File: src/hw/rtl/sqld_pkg.sv
// Shared package for the sparse query LUT distance block.
// Holds command codes, default sizes and controller command types.
`timescale 1ns / 1ps
package sqld_pkg;
    localparam int COMPACT_ID_BITS_DEF = 14;
    localparam int CODE_COUNT_DEF = 256;
    localparam int CODEBOOK_INDEX_BITS_DEF = 6;

    localparam logic [2:0] CMD_CB_WRITE = 3'd0;
    localparam logic [2:0] CMD_TERM_BOOK = 3'd1;
    localparam logic [2:0] CMD_QWEIGHT = 3'd2;
    localparam logic [2:0] CMD_CLEAR = 3'd3;
    localparam logic [2:0] CMD_HEADER = 3'd4;
    localparam logic [2:0] CMD_ELEMENT = 3'd5;

    localparam logic signed [48:0] ONE_Q16 = 49'sd65536;

    // Commands from the controller to the datapath.
    typedef struct packed {
        logic capture;    // register the input beat
        logic cb_write;
        logic term_write;
        logic qw_write;
        logic clear_step;
        logic header;
        logic lookup;     // stage 1: read term tables
        logic cb_read;    // stage 2: read codebook
        logic mul;        // stage 3: product
        logic accum;      // stage 4: add to sums
        logic fin_mul;    // stage 5: low partial products
        logic fin_hi;     // stage 6: high partial products, full products
        logic fin_rnd;    // stage 7: round final products
        logic fin_out;    // stage 8: output value
    } sqld_cmd_t;

    typedef struct packed {
        logic clear_done;
        logic emit_elem;
        logic emit_hdr;
        logic [2:0] command;
    } sqld_stat_t;
endpackage

File: src/hw/rtl/sqld_ctrl.sv
// Controller state machine sequencing each accepted beat through the datapath.
// Depends on sqld_pkg.
`timescale 1ns / 1ps
module sqld_ctrl (
    input  logic clk,
    input  logic rst_n,
    input  logic in_valid,
    output logic in_stall,
    output logic out_valid,
    input  logic out_stall,
    input  sqld_pkg::sqld_stat_t stat,
    output sqld_pkg::sqld_cmd_t cmd
);
    localparam logic [3:0] S_IDLE = 4'd0;
    localparam logic [3:0] S_DEC = 4'd1;
    localparam logic [3:0] S_CLR = 4'd2;
    localparam logic [3:0] S_LK = 4'd3;
    localparam logic [3:0] S_CB = 4'd4;
    localparam logic [3:0] S_MUL = 4'd5;
    localparam logic [3:0] S_ACC = 4'd6;
    localparam logic [3:0] S_FM = 4'd7;
    localparam logic [3:0] S_FO = 4'd8;
    localparam logic [3:0] S_OUT = 4'd9;
    localparam logic [3:0] S_FH = 4'd10;
    localparam logic [3:0] S_FR = 4'd11;

    logic [3:0] state_reg, state_next;
    logic ov_reg, ov_next;

    always_comb
    begin
        state_next = state_reg;
        ov_next = ov_reg;
        cmd = '0;
        if (ov_reg && !out_stall)
            ov_next = 1'b0;
        case (state_reg)
            S_IDLE:
                if (in_valid)
                begin
                    cmd.capture = 1'b1;
                    state_next = S_DEC;
                end
            S_DEC:
                case (stat.command)
                    sqld_pkg::CMD_CB_WRITE: begin cmd.cb_write = 1'b1; state_next = S_IDLE; end
                    sqld_pkg::CMD_TERM_BOOK: begin cmd.term_write = 1'b1; state_next = S_IDLE; end
                    sqld_pkg::CMD_QWEIGHT: begin cmd.qw_write = 1'b1; state_next = S_IDLE; end
                    sqld_pkg::CMD_CLEAR: state_next = S_CLR;
                    sqld_pkg::CMD_HEADER:
                    begin
                        cmd.header = 1'b1;
                        state_next = stat.emit_hdr ? S_FM : S_IDLE;
                    end
                    sqld_pkg::CMD_ELEMENT: state_next = S_LK;
                    default: state_next = S_IDLE;
                endcase
            S_CLR:
            begin
                cmd.clear_step = 1'b1;
                if (stat.clear_done)
                    state_next = S_IDLE;
            end
            S_LK: begin cmd.lookup = 1'b1; state_next = S_CB; end
            S_CB: begin cmd.cb_read = 1'b1; state_next = S_MUL; end
            S_MUL: begin cmd.mul = 1'b1; state_next = S_ACC; end
            S_ACC:
            begin
                cmd.accum = 1'b1;
                state_next = stat.emit_elem ? S_FM : S_IDLE;
            end
            S_FM: begin cmd.fin_mul = 1'b1; state_next = S_FH; end
            S_FH: begin cmd.fin_hi = 1'b1; state_next = S_FR; end
            S_FR: begin cmd.fin_rnd = 1'b1; state_next = S_FO; end
            S_FO:
                if (!ov_next)
                begin
                    cmd.fin_out = 1'b1;
                    state_next = S_OUT;
                end
            S_OUT: begin ov_next = 1'b1; state_next = S_IDLE; end
            default: state_next = S_IDLE;
        endcase
    end

    // Reset enters the clear sweep so that every query valid bit starts at zero.
    always_ff @(posedge clk or negedge rst_n)
    begin
        if (!rst_n)
        begin
            state_reg <= S_CLR;
            ov_reg <= 1'b0;
        end
        else
        begin
            state_reg <= state_next;
            ov_reg <= ov_next;
        end
    end

    assign in_stall = (state_reg != S_IDLE);
    assign out_valid = ov_reg;

    a_out_hold: assert property (@(posedge clk) disable iff (!rst_n)
        ov_reg && out_stall |=> ov_reg)
        else $error("result beat dropped while stalled");
    a_one_beat: assert property (@(posedge clk) disable iff (!rst_n)
        cmd.capture |-> state_reg == S_IDLE)
        else $error("beat taken while busy");
    a_fin: assert property (@(posedge clk) disable iff (!rst_n)
        cmd.fin_out |-> !ov_reg || !out_stall)
        else $error("output overwritten");
endmodule

File: config.mk
export PLATFORM = sky130hd
export DESIGN_NAME = sqld_ctrl
export DESIGN_NICKNAME = d
export VERILOG_FILES = /design/src/hw/rtl/sqld_pkg.sv /design/src/hw/rtl/sqld_ctrl.sv
export SDC_FILE = /design/constraint.sdc
export NUM_CORES = 1
export LEC_CHECK = 0
export BUFFER_PORTS_ARGS = -buffer_cell sky130_fd_sc_hd__clkbuf_2
export CAP_MARGIN = 20
export CORE_UTILIZATION = 38
export CTS_CLUSTER_SIZE = 40
export DETAILED_ROUTE_END_ITERATION = 6
export GPL_TIMING_DRIVEN = 0
export PLACE_DENSITY = 0.73
export SYNTH_ARGS = -nofsm -noshare
export SYNTH_HDL_FRONTEND = slang
export SYNTH_SLANG_ARGS = --single-unit
File: constraint.sdc
create_clock -name clk -period 1.3 [get_ports clk]
set_input_delay 0.26 -clock clk [delete_from_list [all_inputs] [get_ports clk]]
set_output_delay 0.26 -clock clk [all_outputs]
set_load 0.1 [all_outputs]
==> out/qor.csv, run 1 <==
metric,value,unit
die height,38.5,um
I/O pins,26,
Cell variety after synth,32,
fraction of registers with async set/reset,100,%
Mean Syn Cell Area,8.04,um2
Synth area leader,dfrtp_1,
Die Wd,38.5,um
outcome,aborted with a tool error,
Buffers on Ports,24,
Synth Register Bits,5,
top-count cell post-synth,nor2_1,
gpl congestion,0.789,
Final HPWL DP,1070,um
root buf cell,clkbuf_4,
Stopped at,clock tree synthesis (4_1_cts),
Post-DP Area,811,um2
synth top area cells,"dfrtp_1 20%, nor2_1 6.7%, dfstp_2 5.2%",
Err,"[ERROR DPL-0038] Utilization greater than 100%, impossible to legalize",
post-synth top area share,19.8,%
clock tree buffer depth,2,
Core Rows,12,
postcts setup bufs,18,
Sink Count,5,
initial core utilization,43.3,%
Post-Syn Area,507,um2
Mapped Cells,63,
total CTS buffers,3,
most common library cells after synthesis,"9 x nor2_1, 7 x nand2_1, 4 x dfrtp_1, 4 x nor3_1",
part of the Yosys area used for sequential elements,24.9,%
PostCTS Resize Cnt,64,
H-tree levels,1,
ys flop type,dfrtp_1,
Yosys warnings,0,
number of synthesized flops with an enable pin,0,
syn nets,73,
dpl ws,-0.617,ns
hold-fix buffers at CTS,1,
==> kinds of logic after synthesis <==
kind of cell | Yosys count | synth area share (%)
simple gates | 34 | 41.5
xor+xnor | 1 | 1.73
compound gates | 15 | 22.0
flops | 5 | 24.9
buf+inv | 8 | 9.87
==> stage by stage <==
step	setup TNS [ns]	instances
detailed placement	-5.99	101
global placement	-5.76	101
floorplan	-6.53	63
==> inputs of run 2 (changes only) <==
CORE_AREA = 2 2 63 65   (was not set)
CORE_UTILIZATION = not set   (was 38)
CTS_CLUSTER_SIZE = not set   (was 40)
DIE_AREA = 0 0 65 67   (was not set)
PLACE_DENSITY = not set   (was 0.73)
PLACE_DENSITY_LB_ADDON = 0.15   (was not set)
clock period = 1.69 ns   (was 1.3 ns; I/O delays follow)
==> out/qor.csv, run 2 <==
metric,value,unit,change
post-synth top area share,19.8,%,unchanged
Buffers on Ports,24,,unchanged
Final Cell Area,1430,um2,
final setup violation count,14,,
total CTS buffers,3,,unchanged
# diodes,0,,
Synth Area in Compound Gates,22.0,%,unchanged
setup TNS,-1.71,ns,
Yosys warnings,0,,unchanged
most common library cells after synthesis,"9 x nor2_1, 7 x nand2_1, 4 x dfrtp_1, 4 x nor3_1",,
FF/Latch Area,129,um2,
Layout Nets,131,,
worst vdd rail ir drop,0.550,mV,
fmax,520,MHz,
residual DRC count,0,,
H-tree levels,1,,unchanged
number of synthesized flops with an enable pin,0,,unchanged
Slew headroom,64.3,%,
Setup Skew,0.00110,ns,
part of the Yosys area used for sequential elements,24.9,%,unchanged
fraction of registers with async set/reset,100,%,unchanged
Final ANT Viol Nets,0,,
Die Wd,65,um,+69%
top-count cell post-synth,nor2_1,,
Fillers,359,,
Critical Path RT,1.35,ns,
"Clk Latency, worst-skew pair",0.22,ns,
final WL,1880,um,
largest net degree at the start of global routing,10,,
gpl congestion,0.720,,-8.6%
global-route wire length before repair,3080,um,
layout overhead on the synthesized area,182,%,
power per cell area,1900,nW/um2,
root buf cell,clkbuf_8,,
Maximum Capacitance Violations,0,,
worst slew pin tran,0.538,ns,
synth top area cells,"dfrtp_1 20%, nor2_1 6.7%, dfstp_2 5.2%",,
XOR/XNOR Fraction of Synth Area,1.73,%,unchanged
M1 WL,851,um,
outcome,finished with violations,,
1st-pass router iterations,3,,
Switching Share,49.5,%,
fin crit share,114,%,
Detail Route met3 WL,73,um,
Vias,670,,
ys flop type,dfrtp_1,,
Mean Syn Cell Area,8.04,um2,unchanged
CP Max Fanout,3,,
net switching power,1.35,mW,
Post-Synth Adder-Cell Area,0,%,unchanged
vias in the first global route,691,,
Sink Count,5,,unchanged
initial core utilization,14.1,%,-29 points
CTS tree,yes,,
max reg flops,4,,
Final Max Slew Viols,0,,
layout cells sized above 1,73.3,%,
Final HPWL DP,1260,um,+18%
GRT overflow,0,,
Post-Syn Area,507,um2,unchanged
multi-input gate area in the final layout,493,um2,
Seq pwr share,8.6,%,
Synth Register Bits,5,,unchanged
Hold Fails Final Rpt,0,,
Core Rows,22,,+10
Overall Global Routing Usage,9.02,%,
Clk pwr share,7.9,%,
largest family of logic cells by synthesized area,simple AND/OR/NAND/NOR gates,,
I/O pins,26,,unchanged
clock tree buffer depth,2,,unchanged
RSZ-0062 raised after global routing,yes,,
Cell variety after synth,32,,unchanged
Mapped Cells,63,,unchanged
critical path type,reg2out,,
setup slack after layout,-0.233,ns,
Worst Setup Start Kind,flop,,
Pint,1.37,mW,
simple-gate area share of the yosys netlist,41.5,%,unchanged
crit path DAT,1.58,ns,
Logic pwr share,83.5,%,
Min-Delay Path Class,in2reg,,
Synth area leader,dfrtp_1,,
Tmin final,1.92,ns,
Highest Signal Layer,met3,,
static leakage,0.599,nW,
via/cell ratio,3.99,,
core area,3610,um2,
failing checks,negative setup slack,,
routed wl met2,957,um,
"most common cell after layout, fill and taps aside",buf_4,,
flop-to-flop setup slack,0.14,ns,
Pwr Total,2.72,mW,
mux contribution to synthesized area,0,%,unchanged
"commonest cells after routing, fill and taps aside","22 x buf_4, 10 x clkbuf_2, 9 x nor2_4",,
syn nets,73,,unchanged
Avg WL per Cell,11.2,um,
Post-DP Area,835,um2,+2.9%
die height,67,um,+74%
initial DRC count,12,,
antenna violations before repair,0,,
"Clk pin slew, worst setup/hold paths",0.03,ns,
die footprint,4360,um2,
critical path capture point type,output pin,,
## run 2: cell type report
| type | instances | area share (%) |
|---|---|---|
| sequential | 5 | 9.00 |
| inverter | 3 | 1.14 |
| timing repair buffer | 53 | 43.7 |
| tap | 48 | 4.20 |
| multi-input combinational | 50 | 34.4 |
| clock buffer | 4 | 3.15 |
| buffer | 5 | 4.37 |
## run 2: critical path, cell delays in order (launching register included)
cell and delay, ns:
dfrtp_1 0.41, nor2_4 0.15, nand3_4 0.10, or3_4 0.38, nor2_4 0.11, clkbuf_16 0.20
## run 2: timing repair
item	CTS	global route
pin swaps	7	7
hold buffers	1	0
buffers inserted	17	12
cloned	0	0
endpoints found under the setup margin	15	15
hold endpoints to repair	4	0
gates resized for setup	43	24
## run 2: power by group through the flow
stage / clock, mW / sequential [mW] / combinational [mW]
2_1_floorplan: 0 / 0.257 / 1.22
3_5_place_dp: 0 / 0.238 / 1.44
3_3_place_gp: 0 / 0.237 / 1.44
6_report: 0.215 / 0.233 / 2.27
4_1_cts: 0.224 / 0.236 / 1.95
5_1_grt: 0.239 / 0.239 / 2.38
## run 2: routing by layer
metal	global-route usage, %	vias up
li1	-	338
met1	11.9	308
met2	14.7	24
met3	2.03	0
met4	2.39	0
met5	0	-
## run 2: cell families after synthesis
logic type / Yosys count
AO/OA/AOI/OAI: 15
buffers and inverters: 8
XOR/XNOR: 1
flip-flops: 5
AND/OR/NAND/NOR: 34
## run 2: final timing paths
check	to	startpoint	depth (start not counted)
max in group asynchronous	state_reg[1]$_DFFE_PN1P_	rst_n	2
worst min-delay path	out_valid$_DFF_PN0_	out_stall	3
min in group asynchronous	state_reg[3]$_DFFE_PN0P_	rst_n	2
worst min register to register	out_valid$_DFF_PN0_	out_valid$_DFF_PN0_	2
worst max-delay path	cmd[12]	state_reg[2]$_DFFE_PN0P_	5
worst max register to register	state_reg[0]$_DFFE_PN0P_	state_reg[2]$_DFFE_PN0P_	7
## run 2: through the flow
stage               worst slack, ns  utilization, %  cells  hold slack [ns]
floorplan                    -0.458               -     63           0.0424
global placement             -0.291            23.1    135            0.159
detailed placement           -0.296            23.1    135            0.159
CTS                          -0.245            35.1    157            0.430
global route                 -0.280            39.7    168            0.464
finish                       -0.233            39.7    168            0.420
(Power assumes the default switching activity.)
